===== config.mk =====
export PLATFORM = sky130hd
export DESIGN_NAME = digitizer_event_unpacker_top
export DESIGN_NICKNAME = d
export VERILOG_FILES = /design/src/rtl/deu_pkg.sv /design/src/rtl/deu_front.sv /design/src/rtl/deu_queue.sv /design/src/rtl/deu_back.sv /design/src/rtl/digitizer_event_unpacker_top.sv
export SDC_FILE = /design/constraint.sdc
export NUM_CORES = 2
export LEC_CHECK = 0
export ABC_CLOCK_PERIOD_IN_PS = 6700
export BUFFER_PORTS_ARGS = -buffer_cell sky130_fd_sc_hd__buf_2
export CAP_MARGIN = 30
export CORE_MARGIN = 3
export CORE_UTILIZATION = 57
export DETAILED_ROUTE_END_ITERATION = 16
export GPL_TIMING_DRIVEN = 0
export HOLD_SLACK_MARGIN = 0.02
export PLACE_DENSITY = 0.77
export SKIP_LAST_GASP = 1
export SLEW_MARGIN = 20
export SYNTH_ARGS = -nofsm -noshare
export SYNTH_HDL_FRONTEND = slang
export SYNTH_SLANG_ARGS = --single-unit

===== constraint.sdc =====
create_clock -name i_clk -period 6.7 [get_ports i_clk]
set_input_delay 1.675 -clock i_clk [delete_from_list [all_inputs] [get_ports i_clk]]
set_output_delay 1.675 -clock i_clk [all_outputs]
set_load 0.01 [all_outputs]

===== src/rtl/deu_pkg.sv =====
// ============================================================================
// deu_pkg: shared types and constants for the digitizer event unpacker
// Holds the word classification passed from the front end to the back end,
// the record kinds and the charge-sum window bounds.
// ============================================================================
`default_nettype none

package deu_pkg;

    // Largest number of charge-sum windows and the sum index width
    localparam int MAX_WINDOWS = 8;
    localparam int SUM_IDX_W   = 3;

    // Entries in the queue between front end and back end
    localparam int QUEUE_DEPTH = 4;

    // Window bounds in samples: window k covers [WIN_BOUND[k], WIN_BOUND[k+1])
    localparam logic [7:0] WIN_BOUND [0:MAX_WINDOWS] = '{
        8'd0, 8'd31, 8'd60, 8'd75, 8'd95, 8'd105, 8'd160, 8'd175, 8'd200
    };

    // What the back end does with one stream word
    typedef enum logic [2:0] {
        OP_NOP,
        OP_HDR0,
        OP_HDR1,
        OP_HDR2,
        OP_HDR3,
        OP_ENERGY,
        OP_CHARGE,
        OP_TRACE
    } t_op_kind;

    // Output record kinds
    typedef enum logic [1:0] {
        REC_HEADER = 2'd0,
        REC_ENERGY = 2'd1,
        REC_CHARGE = 2'd2
    } t_rec_kind;

    // One classified word
    typedef struct packed {
        t_op_kind               kind;
        logic [SUM_IDX_W-1:0]   idx;         // energy or charge sum index
        logic                   lo_hit;      // low sample lands in a window
        logic [SUM_IDX_W-1:0]   lo_win;
        logic                   hi_hit;      // high sample lands in a window
        logic [SUM_IDX_W-1:0]   hi_win;
        logic [31:0]            word;        // raw word, or masked samples for trace
        logic                   last;        // event ends with this word
        logic                   emit_energy; // event carries energy-sum records
        logic                   emit_charge; // event carries charge-sum records
    } t_op;

    // Configuration as seen by the back end
    typedef struct packed {
        logic [3:0] first_slot;
        logic [4:0] channels_per_board;
        logic [9:0] board_span;          // boards_per_crate * channels_per_board
    } t_cfg;

endpackage

`default_nettype wire


===== src/rtl/deu_front.sv =====
// ============================================================================
// deu_front: word tracker and classifier
// Follows the position inside the current event and turns every accepted
// word into one queue entry that tells the back end what to do with it.
// ============================================================================
`default_nettype none

module deu_front #(
    parameter int SUM_WINDOWS = 8,
    parameter int SAMPLE_BITS = 14
) (
    input  wire logic           i_clk,
    input  wire logic           i_rst_n,
    input  wire logic           i_accept,
    input  wire logic [31:0]    i_word,
    output deu_pkg::t_op        o_op
);
    import deu_pkg::*;

    localparam logic [15:0] SAMPLE_MASK = 16'((32'd1 << SAMPLE_BITS) - 32'd1);
    localparam logic [14:0] TRACE_LIMIT = 15'(WIN_BOUND[SUM_WINDOWS]);

    // Event tracking state
    logic [13:0] r_pos,   n_pos;
    logic [4:0]  r_hw,    n_hw;
    logic [13:0] r_ew,    n_ew;
    logic [14:0] r_trlen, n_trlen;

    logic        hdr_q;
    logic        emit_energy;
    logic [14:0] trlen_eff;
    logic [4:0]  hdr_off;
    logic [4:0]  hdr_off_q;
    logic [13:0] start;
    logic [13:0] trace_word;
    logic [14:0] lo_idx;
    logic [14:0] hi_idx;
    t_op         op;

    // Window number of a sample index (below the first bound that exceeds it)
    function automatic logic [SUM_IDX_W-1:0] win_of(input logic [14:0] idx);
        logic [SUM_IDX_W-1:0] c;
        c = '0;
        for (int k = 1; k < MAX_WINDOWS; k++) begin
            if (idx >= 15'(WIN_BOUND[k])) c = c + 1'b1;
        end
        return c;
    endfunction

    // Classification of the current word
    always_comb begin
        hdr_q       = (r_hw == 5'd12) || (r_hw == 5'd16);
        emit_energy = (r_hw == 5'd8)  || (r_hw == 5'd16);
        trlen_eff   = r_trlen;
        start       = (r_hw > 5'd4) ? 14'(r_hw) : 14'd4;
        trace_word  = r_pos - start;
        lo_idx      = {trace_word, 1'b0};
        hi_idx      = {trace_word, 1'b1};
        hdr_off     = 5'(r_pos - 14'd4);
        hdr_off_q   = hdr_off - 5'd4;

        op          = '0;
        op.kind     = OP_NOP;
        op.word     = i_word;
        n_pos       = r_pos + 14'd1;
        n_hw        = r_hw;
        n_ew        = r_ew;
        n_trlen     = r_trlen;

        if (r_pos == 14'd0) begin
            op.kind = OP_HDR0;
            n_hw    = i_word[16:12];
            n_ew    = i_word[30:17];
        end else if (r_pos == 14'd1) begin
            op.kind = OP_HDR1;
        end else if (r_pos == 14'd2) begin
            op.kind = OP_HDR2;
        end else if (r_pos == 14'd3) begin
            op.kind   = OP_HDR3;
            trlen_eff = i_word[30:16];
            n_trlen   = i_word[30:16];
            // header-only event without trace: drop silently
            if (r_hw == 5'd4 && trlen_eff < 15'd2) begin
                n_pos = '0;
            end else if (r_ew <= 14'd4) begin
                op.last = 1'b1;
                n_pos   = '0;
            end
        end else begin
            if (r_pos < 14'(r_hw)) begin
                // optional sums carried in the header
                if (emit_energy && hdr_off < 5'd4) begin
                    op.kind = OP_ENERGY;
                    op.idx  = hdr_off[SUM_IDX_W-1:0];
                end else if (r_hw == 5'd12 && hdr_off < 5'd8
                             && hdr_off < 5'(SUM_WINDOWS)) begin
                    op.kind = OP_CHARGE;
                    op.idx  = hdr_off[SUM_IDX_W-1:0];
                end else if (r_hw == 5'd16 && hdr_off >= 5'd4 && hdr_off < 5'd12
                             && hdr_off_q < 5'(SUM_WINDOWS)) begin
                    op.kind = OP_CHARGE;
                    op.idx  = hdr_off_q[SUM_IDX_W-1:0];
                end
            end else if (!hdr_q) begin
                // trace word: two samples, low half first
                op.kind   = OP_TRACE;
                op.word   = {i_word[31:16] & SAMPLE_MASK, i_word[15:0] & SAMPLE_MASK};
                op.lo_hit = (lo_idx < r_trlen) && (lo_idx < TRACE_LIMIT);
                op.lo_win = win_of(lo_idx);
                op.hi_hit = (hi_idx < r_trlen) && (hi_idx < TRACE_LIMIT);
                op.hi_win = win_of(hi_idx);
            end
            if ((15'(r_pos) + 15'd1) >= 15'(r_ew)) begin
                op.last = 1'b1;
                n_pos   = '0;
            end
        end

        op.emit_energy = emit_energy;
        op.emit_charge = (trlen_eff != 15'd0) || hdr_q;
    end

    assign o_op = op;

    // Tracking registers advance on each accepted transaction
    always_ff @(posedge i_clk) begin
        if (!i_rst_n) begin
            r_pos   <= '0;
            r_hw    <= '0;
            r_ew    <= '0;
            r_trlen <= '0;
        end else if (i_accept) begin
            r_pos   <= n_pos;
            r_hw    <= n_hw;
            r_ew    <= n_ew;
            r_trlen <= n_trlen;
        end
    end

endmodule

`default_nettype wire


===== src/rtl/deu_queue.sv =====
// ============================================================================
// deu_queue: short FIFO of classified words
// Decouples the word classifier from the record generator so that each
// side stalls on its own.
// ============================================================================
`default_nettype none

module deu_queue #(
    parameter int DEPTH = 4
) (
    input  wire logic           i_clk,
    input  wire logic           i_rst_n,
    input  wire logic           i_push,
    input  deu_pkg::t_op        i_op,
    output logic                o_ready,
    output logic                o_valid,
    output deu_pkg::t_op        o_op,
    input  wire logic           i_pop
);
    import deu_pkg::*;

    localparam int PTR_W = (DEPTH > 1) ? $clog2(DEPTH) : 1;
    localparam int CNT_W = $clog2(DEPTH + 1);

    t_op              r_mem [DEPTH];
    logic [PTR_W-1:0] r_wr_ptr;
    logic [PTR_W-1:0] r_rd_ptr;
    logic [CNT_W-1:0] r_count;

    assign o_ready = (r_count != CNT_W'(DEPTH));
    assign o_valid = (r_count != '0);
    assign o_op    = r_mem[r_rd_ptr];

    // Storage
    always_ff @(posedge i_clk) begin
        if (i_push) r_mem[r_wr_ptr] <= i_op;
    end

    // Pointers and fill count
    always_ff @(posedge i_clk) begin
        if (!i_rst_n) begin
            r_wr_ptr <= '0;
            r_rd_ptr <= '0;
            r_count  <= '0;
        end else begin
            if (i_push) begin
                r_wr_ptr <= (r_wr_ptr == PTR_W'(DEPTH - 1)) ? '0 : r_wr_ptr + 1'b1;
            end
            if (i_pop) begin
                r_rd_ptr <= (r_rd_ptr == PTR_W'(DEPTH - 1)) ? '0 : r_rd_ptr + 1'b1;
            end
            if (i_push && !i_pop) begin
                r_count <= r_count + 1'b1;
            end else if (i_pop && !i_push) begin
                r_count <= r_count - 1'b1;
            end
        end
    end

    // Checks
    a_count_bound: assert property (@(posedge i_clk) disable iff (!i_rst_n)
        r_count <= CNT_W'(DEPTH))
        else $error("queue count exceeds depth");

    a_no_pop_empty: assert property (@(posedge i_clk) disable iff (!i_rst_n)
        i_pop |-> r_count != '0)
        else $error("queue popped while empty");

    a_empty_ptrs: assert property (@(posedge i_clk) disable iff (!i_rst_n)
        r_count == '0 |-> r_wr_ptr == r_rd_ptr)
        else $error("empty queue with mismatched pointers");

    a_count_up: assert property (@(posedge i_clk) disable iff (!i_rst_n)
        i_push && !i_pop |=> r_count == $past(r_count) + 1'b1)
        else $error("queue count did not follow push");

endmodule

`default_nettype wire


===== src/rtl/deu_back.sv =====
// ============================================================================
// deu_back: sum accumulator and record generator
// Applies classified words to the header and sum registers, then walks out
// the header, energy-sum and charge-sum records of each finished event
// through a registered output stage.
// ============================================================================
`default_nettype none

module deu_back #(
    parameter int SUM_WINDOWS = 8
) (
    input  wire logic           i_clk,
    input  wire logic           i_rst_n,
    input  deu_pkg::t_cfg       i_cfg,
    input  wire logic           i_op_valid,
    input  deu_pkg::t_op        i_op,
    output logic                o_op_pop,
    output logic                o_out_valid,
    input  wire logic           i_out_ready,
    output logic [1:0]          o_record_kind,
    output logic [11:0]         o_detector_id,
    output logic                o_finish_code,
    output logic [47:0]         o_timestamp,
    output logic [14:0]         o_cfd_time,
    output logic                o_cfd_fail,
    output logic [15:0]         o_energy,
    output logic [14:0]         o_trace_length,
    output logic                o_out_of_range,
    output logic [2:0]          o_sum_index,
    output logic [31:0]         o_sum_value,
    output logic                o_last_record
);
    import deu_pkg::*;

    typedef enum logic [1:0] {
        S_RUN,
        S_HDR,
        S_ENERGY,
        S_CHARGE
    } t_state;

    t_state               r_state, n_state;
    logic [SUM_IDX_W-1:0] r_sum_idx, n_sum_idx;
    logic                 r_emit_energy;
    logic                 r_emit_charge;

    // Event header and sums
    logic [31:0] r_w0, r_w1, r_w2, r_w3;
    logic [31:0] r_energy [4];
    logic [31:0] r_charge [SUM_WINDOWS];

    // Output stage
    logic                 r_out_valid;
    t_rec_kind            r_out_kind;
    logic [11:0]          r_out_id;
    logic [31:0]          r_out_w0, r_out_w1, r_out_w2, r_out_w3;
    logic [SUM_IDX_W-1:0] r_out_idx;
    logic [31:0]          r_out_sum_value;
    logic                 r_out_last;

    logic                 load;
    logic                 rec_last;
    logic                 pop;
    t_rec_kind            rec_kind;
    logic [31:0]          rec_value;
    logic [31:0]          charge_sel;
    logic [11:0]          crate_part;
    logic [11:0]          slot_part;
    logic [11:0]          det_id;
    logic [15:0]          lo_sample;
    logic [15:0]          hi_sample;

    // Record sequencing
    assign load = (r_state != S_RUN) && (!r_out_valid || i_out_ready);

    always_comb begin
        case (r_state)
            S_HDR:    rec_last = !r_emit_energy && !r_emit_charge;
            S_ENERGY: rec_last = (r_sum_idx == SUM_IDX_W'(3)) && !r_emit_charge;
            S_CHARGE: rec_last = ({1'b0, r_sum_idx} == (SUM_IDX_W+1)'(SUM_WINDOWS - 1));
            default:  rec_last = 1'b0;
        endcase
    end

    // Next word may enter as the last record of an event goes out
    assign pop      = i_op_valid && ((r_state == S_RUN) || (load && rec_last));
    assign o_op_pop = pop;

    // Charge sum selected for output
    always_comb begin
        charge_sel = '0;
        for (int k = 0; k < SUM_WINDOWS; k++) begin
            if (r_sum_idx == SUM_IDX_W'(k)) charge_sel = r_charge[k];
        end
    end

    always_comb begin
        case (r_state)
            S_ENERGY: begin
                rec_kind  = REC_ENERGY;
                rec_value = r_energy[r_sum_idx[1:0]];
            end
            S_CHARGE: begin
                rec_kind  = REC_CHARGE;
                rec_value = charge_sel;
            end
            default: begin
                rec_kind  = REC_HEADER;
                rec_value = '0;
            end
        endcase
    end

    // Detector id, modulo 4096
    always_comb begin
        crate_part = 12'(12'(r_w0[11:8]) * 12'(i_cfg.board_span));
        slot_part  = 12'((12'(r_w0[7:4]) - 12'(i_cfg.first_slot))
                         * 12'(i_cfg.channels_per_board));
        det_id     = crate_part + slot_part + 12'(r_w0[3:0]);
    end

    always_comb begin
        n_state   = r_state;
        n_sum_idx = r_sum_idx;
        if (load) begin
            case (r_state)
                S_HDR: begin
                    n_sum_idx = '0;
                    if (r_emit_energy)      n_state = S_ENERGY;
                    else if (r_emit_charge) n_state = S_CHARGE;
                    else                    n_state = S_RUN;
                end
                S_ENERGY: begin
                    if (r_sum_idx == SUM_IDX_W'(3)) begin
                        n_sum_idx = '0;
                        n_state   = r_emit_charge ? S_CHARGE : S_RUN;
                    end else begin
                        n_sum_idx = r_sum_idx + 1'b1;
                    end
                end
                S_CHARGE: begin
                    if (rec_last) n_state = S_RUN;
                    else          n_sum_idx = r_sum_idx + 1'b1;
                end
                default: n_state = S_RUN;
            endcase
        end
        if (pop && i_op.last) begin
            n_state   = S_HDR;
            n_sum_idx = '0;
        end
    end

    // State and output register
    always_ff @(posedge i_clk) begin
        if (!i_rst_n) begin
            r_state       <= S_RUN;
            r_sum_idx     <= '0;
            r_emit_energy <= 1'b0;
            r_emit_charge <= 1'b0;
            r_out_valid   <= 1'b0;
        end else begin
            r_state   <= n_state;
            r_sum_idx <= n_sum_idx;
            if (pop && i_op.last) begin
                r_emit_energy <= i_op.emit_energy;
                r_emit_charge <= i_op.emit_charge;
            end
            if (load) begin
                r_out_valid     <= 1'b1;
                r_out_kind      <= rec_kind;
                r_out_id        <= det_id;
                r_out_w0        <= r_w0;
                r_out_w1        <= r_w1;
                r_out_w2        <= r_w2;
                r_out_w3        <= r_w3;
                r_out_idx       <= (r_state == S_HDR) ? '0 : r_sum_idx;
                r_out_sum_value <= rec_value;
                r_out_last      <= rec_last;
            end else if (i_out_ready) begin
                r_out_valid     <= 1'b0;
            end
        end
    end

    // Header capture and sum accumulation
    assign lo_sample = i_op.word[15:0];
    assign hi_sample = i_op.word[31:16];

    always_ff @(posedge i_clk) begin
        if (pop) begin
            case (i_op.kind)
                OP_HDR0: begin
                    r_w0 <= i_op.word;
                    for (int k = 0; k < 4; k++) r_energy[k] <= '0;
                    for (int k = 0; k < SUM_WINDOWS; k++) r_charge[k] <= '0;
                end
                OP_HDR1: r_w1 <= i_op.word;
                OP_HDR2: r_w2 <= i_op.word;
                OP_HDR3: r_w3 <= i_op.word;
                OP_ENERGY: r_energy[i_op.idx[1:0]] <= i_op.word;
                OP_CHARGE: begin
                    for (int k = 0; k < SUM_WINDOWS; k++) begin
                        if (i_op.idx == SUM_IDX_W'(k)) r_charge[k] <= i_op.word;
                    end
                end
                OP_TRACE: begin
                    for (int k = 0; k < SUM_WINDOWS; k++) begin
                        r_charge[k] <= r_charge[k]
                            + ((i_op.lo_hit && i_op.lo_win == SUM_IDX_W'(k))
                               ? 32'(lo_sample) : 32'd0)
                            + ((i_op.hi_hit && i_op.hi_win == SUM_IDX_W'(k))
                               ? 32'(hi_sample) : 32'd0);
                    end
                end
                default: ;
            endcase
        end
    end

    // Output fields
    assign o_out_valid    = r_out_valid;
    assign o_record_kind  = r_out_kind;
    assign o_detector_id  = r_out_id;
    assign o_finish_code  = r_out_w0[31];
    assign o_timestamp    = {r_out_w2[15:0], r_out_w1};
    assign o_cfd_time     = r_out_w2[30:16];
    assign o_cfd_fail     = r_out_w2[31];
    assign o_energy       = r_out_w3[15:0];
    assign o_trace_length = r_out_w3[30:16];
    assign o_out_of_range = r_out_w3[31];
    assign o_sum_index    = r_out_idx;
    assign o_sum_value    = r_out_sum_value;
    assign o_last_record  = r_out_last;

    // Checks
    a_end_starts_hdr: assert property (@(posedge i_clk) disable iff (!i_rst_n)
        pop && i_op.last |=> r_state == S_HDR)
        else $error("event end did not start record output");

    a_charge_idx: assert property (@(posedge i_clk) disable iff (!i_rst_n)
        r_state == S_CHARGE |-> {1'b0, r_sum_idx} < (SUM_IDX_W+1)'(SUM_WINDOWS))
        else $error("charge sum index out of range");

    a_energy_flag: assert property (@(posedge i_clk) disable iff (!i_rst_n)
        r_state == S_ENERGY |-> r_emit_energy)
        else $error("energy records without energy sums");

    a_hdr_record: assert property (@(posedge i_clk) disable iff (!i_rst_n)
        load && r_state == S_HDR |=> r_out_valid && r_out_kind == REC_HEADER
                                     && r_out_sum_value == '0 && r_out_idx == '0)
        else $error("malformed header record");

endmodule

`default_nettype wire


===== src/rtl/digitizer_event_unpacker_top.sv =====
// ============================================================================
// digitizer_event_unpacker_top: list-mode digitizer event unpacker
// Decodes a stream of 32-bit event words into header, energy-sum and
// charge-sum records, with configurable detector id mapping.
// ============================================================================
// The block takes one stream word per clock as long as its four-entry word
// queue has room; the classifier keeps no other back pressure. Every word
// that ends an event makes the record generator emit 1, 5, 1 + SUM_WINDOWS
// or 1 + 4 + SUM_WINDOWS records at one per clock while the output is ready,
// the first once the word has passed the state register and the output
// register; while it does so it reads no further words, so the sustained
// input rate is one word per cycle for trace-bearing events and is bounded
// by the record output rate for very short events. Configuration writes are
// always accepted; the crate stride is registered from the stored fields.
`default_nettype none

module digitizer_event_unpacker_top #(
    parameter int SUM_WINDOWS = 8,
    parameter int SAMPLE_BITS = 14
) (
    input  wire logic           i_clk,
    input  wire logic           i_rst_n,
    // stream words
    input  wire logic           i_in_valid,
    output logic                o_in_ready,
    input  wire logic [31:0]    i_data_word,
    // records
    output logic                o_out_valid,
    input  wire logic           i_out_ready,
    output logic [1:0]          o_record_kind,
    output logic [11:0]         o_detector_id,
    output logic                o_finish_code,
    output logic [47:0]         o_timestamp,
    output logic [14:0]         o_cfd_time,
    output logic                o_cfd_fail,
    output logic [15:0]         o_energy,
    output logic [14:0]         o_trace_length,
    output logic                o_out_of_range,
    output logic [2:0]          o_sum_index,
    output logic [31:0]         o_sum_value,
    output logic                o_last_record,
    // configuration writes
    input  wire logic           i_cfg_valid,
    output logic                o_cfg_ready,
    input  wire logic [1:0]     i_cfg_index,
    input  wire logic [4:0]     i_cfg_data
);
    import deu_pkg::*;

    localparam logic [1:0] CFG_FIRST_SLOT         = 2'd0;
    localparam logic [1:0] CFG_BOARDS_PER_CRATE   = 2'd1;
    localparam logic [1:0] CFG_CHANNELS_PER_BOARD = 2'd2;

    logic [3:0] r_first_slot;
    logic [4:0] r_boards_per_crate;
    logic [4:0] r_channels_per_board;
    logic [9:0] r_board_span;
    t_cfg       cfg;

    logic       push;
    logic       q_ready;
    logic       q_valid;
    logic       q_pop;
    t_op        front_op;
    t_op        q_op;

    // Configuration registers, always ready
    assign o_cfg_ready = 1'b1;

    always_ff @(posedge i_clk) begin
        if (!i_rst_n) begin
            r_first_slot         <= 4'd2;
            r_boards_per_crate   <= 5'd13;
            r_channels_per_board <= 5'd16;
            r_board_span         <= 10'd208;
        end else begin
            r_board_span <= 10'(r_boards_per_crate * r_channels_per_board);
            if (i_cfg_valid) begin
                case (i_cfg_index)
                    CFG_FIRST_SLOT:         r_first_slot         <= i_cfg_data[3:0];
                    CFG_BOARDS_PER_CRATE:   r_boards_per_crate   <= i_cfg_data;
                    CFG_CHANNELS_PER_BOARD: r_channels_per_board <= i_cfg_data;
                    default: ;
                endcase
            end
        end
    end

    always_comb begin
        cfg.first_slot         = r_first_slot;
        cfg.channels_per_board = r_channels_per_board;
        cfg.board_span         = r_board_span;
    end

    // Input transaction goes straight into the queue
    assign o_in_ready = q_ready;
    assign push       = i_in_valid && q_ready;

    deu_front #(
        .SUM_WINDOWS (SUM_WINDOWS),
        .SAMPLE_BITS (SAMPLE_BITS)
    ) u_front (
        .i_clk    (i_clk),
        .i_rst_n  (i_rst_n),
        .i_accept (push),
        .i_word   (i_data_word),
        .o_op     (front_op)
    );

    deu_queue #(
        .DEPTH (QUEUE_DEPTH)
    ) u_queue (
        .i_clk   (i_clk),
        .i_rst_n (i_rst_n),
        .i_push  (push),
        .i_op    (front_op),
        .o_ready (q_ready),
        .o_valid (q_valid),
        .o_op    (q_op),
        .i_pop   (q_pop)
    );

    deu_back #(
        .SUM_WINDOWS (SUM_WINDOWS)
    ) u_back (
        .i_clk          (i_clk),
        .i_rst_n        (i_rst_n),
        .i_cfg          (cfg),
        .i_op_valid     (q_valid),
        .i_op           (q_op),
        .o_op_pop       (q_pop),
        .o_out_valid    (o_out_valid),
        .i_out_ready    (i_out_ready),
        .o_record_kind  (o_record_kind),
        .o_detector_id  (o_detector_id),
        .o_finish_code  (o_finish_code),
        .o_timestamp    (o_timestamp),
        .o_cfd_time     (o_cfd_time),
        .o_cfd_fail     (o_cfd_fail),
        .o_energy       (o_energy),
        .o_trace_length (o_trace_length),
        .o_out_of_range (o_out_of_range),
        .o_sum_index    (o_sum_index),
        .o_sum_value    (o_sum_value),
        .o_last_record  (o_last_record)
    );

endmodule

`default_nettype wire


==> impl_metrics.toml <==
[outcome]
outcome = "finished, final reports clean"

[timing]
skew_ns = 0.0397
rsz0062_at_grt = "true"
finalHoldViolations = 0
finalWorstSetupSlack_ns = 0.220
finalSetupViolCount = 0
relSlewSlack = 0.218
fin_crit_sh = 0.967
tightestPinTransition_ns = 1.16
drv_slew = 0
max_freq_mhz = 154
min_period_ns = 6.48

[yosys]
synth_compound_area_frac = 0.114
synth_area_um2 = 54600
ys_ff_latch = 927
yosys.area_share.simple = 0.117
synth_top_cell_area_share = 0.460
synth.avg_cell_area_um2 = 10.8
synthAdderAreaFrac = 0.134
synthFlopType = "edfxtp_1"
synth_top_family_by_area = "adder cells"
muxShareOfSynthArea = 0.0370
yosysWarnings = 0
postSynth.asyncResetShare = 0
yosys.area.top_type = "edfxtp_1"
mappedNetlistNets = 5560
ys_types = 87
syn_inst = 5055
synth_edf_count = 836
synth.area.top_cells = "edfxtp_1, fa_1, ha_1, nand2_1, inv_1"
synth-xor-area-share = 0.0466
ys_seq_area_frac = 0.493

[die]
top_level_ports = 194
dieWidth_um = 316
dieArea_um2 = 99600
num_rows = 112
core-area_um2 = 94200
initial_core_util = 0.580
die-height_um = 316

[setup_path]
slowest_stage = "fa_1"
timing_worst_setup_path_type = "flop to flop"
arrival_ns = 6.85
crit_fanout = 12
crit_path_end_kind = "flop"
worstPathRequired_ns = 7.08
cp_cell_sequence = "clkbuf_2, clkbuf_4, mux2_2, o21ai_2, buf_6, clkinv_2, nand2_1, fa_1, inv_1, ha_1, a21o_1, a21oi_1, o21ai_0, a41oi_2, a21oi_1, o41a_1, a31oi_4, nor2b_1, xnor2_1, o22ai_1"
cpPeakStageDelay_ns = 0.44
cp_common_cell = "a21oi_1"
cp-start-kind = "flop"

[routing]
via_count = 42200
drt-met1-wl_mm = 61.1
vias_per_cell = 6.25
wirelength_mm = 167
highest_layer = "met5"
drc = 0
ant_nets = 0
first_pass_iters = 6
drt_iter0_drc = 5722
wl_met3_mm = 22.0
wire_per_inst_um = 24.7
met2WireLength_mm = 72.3

[place]
portBuffers = 192
gp_congestion = 1.00
dp_slack_ns = -1.18
dp_hpwl_mm = 120
place_area_um2 = 58400

[power_and_ir_drop]
max-vdd-ir-drop_v = 0.000286
powerDensity_nw_per_um2 = 450
p_leak_nw = 24.4

[global_routing]
grt_pass1_vias = 40800
grt_max_degree = 63
grt-ovfl-total = 0
antenna_found_initial = 10
grt_pass1_wl_mm = 248
grt_use_total = 0.333

[layout]
syn_to_final_growth_pct = 13.7
n_fill_cell = 7174
nets = 5920
drive_gt1_frac = 0.123
design_area_um2 = 62100

[cts]
numCtsBuffers = 98
cts_tree = "yes"
clock_sinks = 927
cts_root_buf = "clkbuf_16"
clkTransAtPathRegs_ns = 0.06
clockBufferDepth = 3
htreeDepth = 3
clk-insertion-delay-late_ns = 0.71

[worst_hold_path]
hp-class = "flop to flop"

[run]
cap_violations = 0
-- cells in the mapped netlist, types with 15 or more instances --
| cell | n |
|---|---|
| xnor2_1 | 147 |
| o21bai_1 | 23 |
| nand2b_1 | 38 |
| a22oi_1 | 32 |
| o311ai_0 | 37 |
| a21oi_1 | 165 |
| mux4_2 | 53 |
| o211ai_1 | 43 |
| and3_1 | 65 |
| o22ai_1 | 222 |
| nand3_1 | 64 |
| or3_1 | 15 |
| xor2_1 | 139 |
| mux2i_1 | 48 |
| clkinv_1 | 26 |
| ha_1 | 257 |
| fa_1 | 204 |
| o21ai_0 | 203 |
| o21ai_1 | 29 |
| o21a_1 | 22 |
| inv_1 | 598 |
| dfxtp_1 | 91 |
| nand4_1 | 21 |
| mux2_2 | 31 |
| clkbuf_1 | 190 |
| and2_1 | 56 |
| nand2_1 | 688 |
| a221oi_1 | 33 |
| nor2b_1 | 38 |
| a21o_1 | 54 |
| edfxtp_1 | 836 |
| nor3_1 | 75 |
| nor2_1 | 310 |
-- report_power, final --
part / internal [mW] / leakage (nW) / total, mW / switching (mW)
sequential: 8.56 / 8.51 / 9.41 / 0.848
clock: 3.22 / 1.60 / 5.62 / 2.41
combinational: 4.35 / 14.3 / 12.9 / 8.55
total: 16.1 / 24.4 / 27.9 / 11.8
-- metrics by stage --
stage / util / hold slack [ns] / total power [mW] / setup TNS (ns) / std cells
4_1_cts: 0.657 / 0.383 / 27.5 / -0.0340 / 6741
2_1_floorplan: - / 0.400 / 17.0 / 0 / 5055
3_5_place_dp: 0.620 / 0.405 / 21.8 / -77.63 / 6557
5_1_grt: 0.659 / 0.393 / 29.2 / -0.305 / 6752
3_3_place_gp: 0.607 / 0.400 / 20.9 / -677.14 / 6501
6_report: 0.659 / 0.395 / 27.9 / 0 / 6755
-- layer usage --
layer / up-vias / track usage
met5: - / 0
met4: 12 / 0.186
met3: 618 / 0.0926
met2: 2751 / 0.495
met1: 20300 / 0.444
li1: 18500 / -
-- what timing repair did --
item                       CTS  global route
setup endpoints to repair  152           111
hold buffers                 0             0
gates resized for setup     50            54
buffers inserted             3             5
pin swaps                    3             9
-- path summary, 6_finish.rpt --
kind / from / end / slack, ns / depth (start not counted)
max: flop / u_back.r_charge[0][30] / 0.22 / 20
min: u_back.r_w2[13] / u_back.r_out_w2[13] / 0.39 / 0
max reg2reg: flop / u_back.r_charge[0][30] / 0.22 / 20
min reg2reg: u_back.r_w2[13] / u_back.r_out_w2[13] / 0.39 / 0
-- critical path, delay by kind of cell (launching register included) --
| family | cells | cell delay (ns) |
|---|---|---|
| flip-flops | 1 | 0.43 |
| buffers and inverters | 5 | 1.47 |
| adder cells (fa/ha/maj) | 2 | 0.68 |
| multiplexers | 1 | 0.38 |
| AO/OA/AOI/OAI | 9 | 2.68 |
| XOR/XNOR | 1 | 0.15 |
| AND/OR/NAND/NOR | 2 | 0.33 |
-- layout make-up --
type	count	area (µm²)	share of cell area
buffer	211	866	0.0139
multi-input combinational	3288	25000	0.402
timing repair buffer	263	2040	0.0328
clock inverter	72	778	0.0125
clock buffer	111	2540	0.0410
tap	1254	1570	0.0253
sequential	927	26900	0.434
inverter	626	2390	0.0386
antenna	3	7.51	0.000121
-- sequential cells by signal, indices dropped and copies added (netlist names), 4 cells and up, named ones only --
| register | count |
|---|---|
| u_back.r_out_w2 | 32 |
| r_first_slot | 4 |
| u_front.r_ew | 14 |
| r_boards_per_crate | 5 |
| u_back.r_w1 | 32 |
| u_back.r_w0 | 13 |
| r_board_span | 10 |
| u_front.r_pos | 14 |
| u_back.r_charge | 256 |
| u_back.r_energy | 128 |
| u_front.r_hw | 5 |
| u_queue.r_mem | 196 |
| r_channels_per_board | 5 |
| u_back.o_detector_id | 12 |
| u_back.r_w3 | 32 |
| u_back.o_sum_value | 32 |
| u_front.r_trlen | 15 |
| u_back.r_out_w1 | 32 |
| u_back.r_w2 | 32 |
| u_back.r_out_w3 | 32 |
-- cells by family after synthesis --
logic type      count (synthesis)
compound gates                976
xor+xnor                      288
fa+ha+maj                     461
buf+inv                       840
flops                         927
mux                           132
other cells                     1
simple gates                 1430
-- cells in the final DEF (no fill, tap or decap), drive strengths merged, types with 31 or more instances in the layout --
cell type	Yosys	layout
a21o	54	54
a21oi	168	168
a221oi	33	33
a22oi	32	32
and2	57	57
and3	65	65
buf	24	282
clkbuf	190	303
clkinv	26	66
dfxtp	91	91
edfxtp	836	836
fa	204	204
ha	257	257
inv	600	611
mux2	31	31
mux2i	48	48
mux4	53	53
nand2	688	688
nand2b	39	39
nand3	64	64
nor2	311	311
nor2b	38	38
nor3	76	76
o211ai	43	43
o21ai	232	232
o22ai	222	222
o311ai	37	37
xnor2	147	147
xor2	140	140
Note: power is estimated with default switching activity, not from simulation.
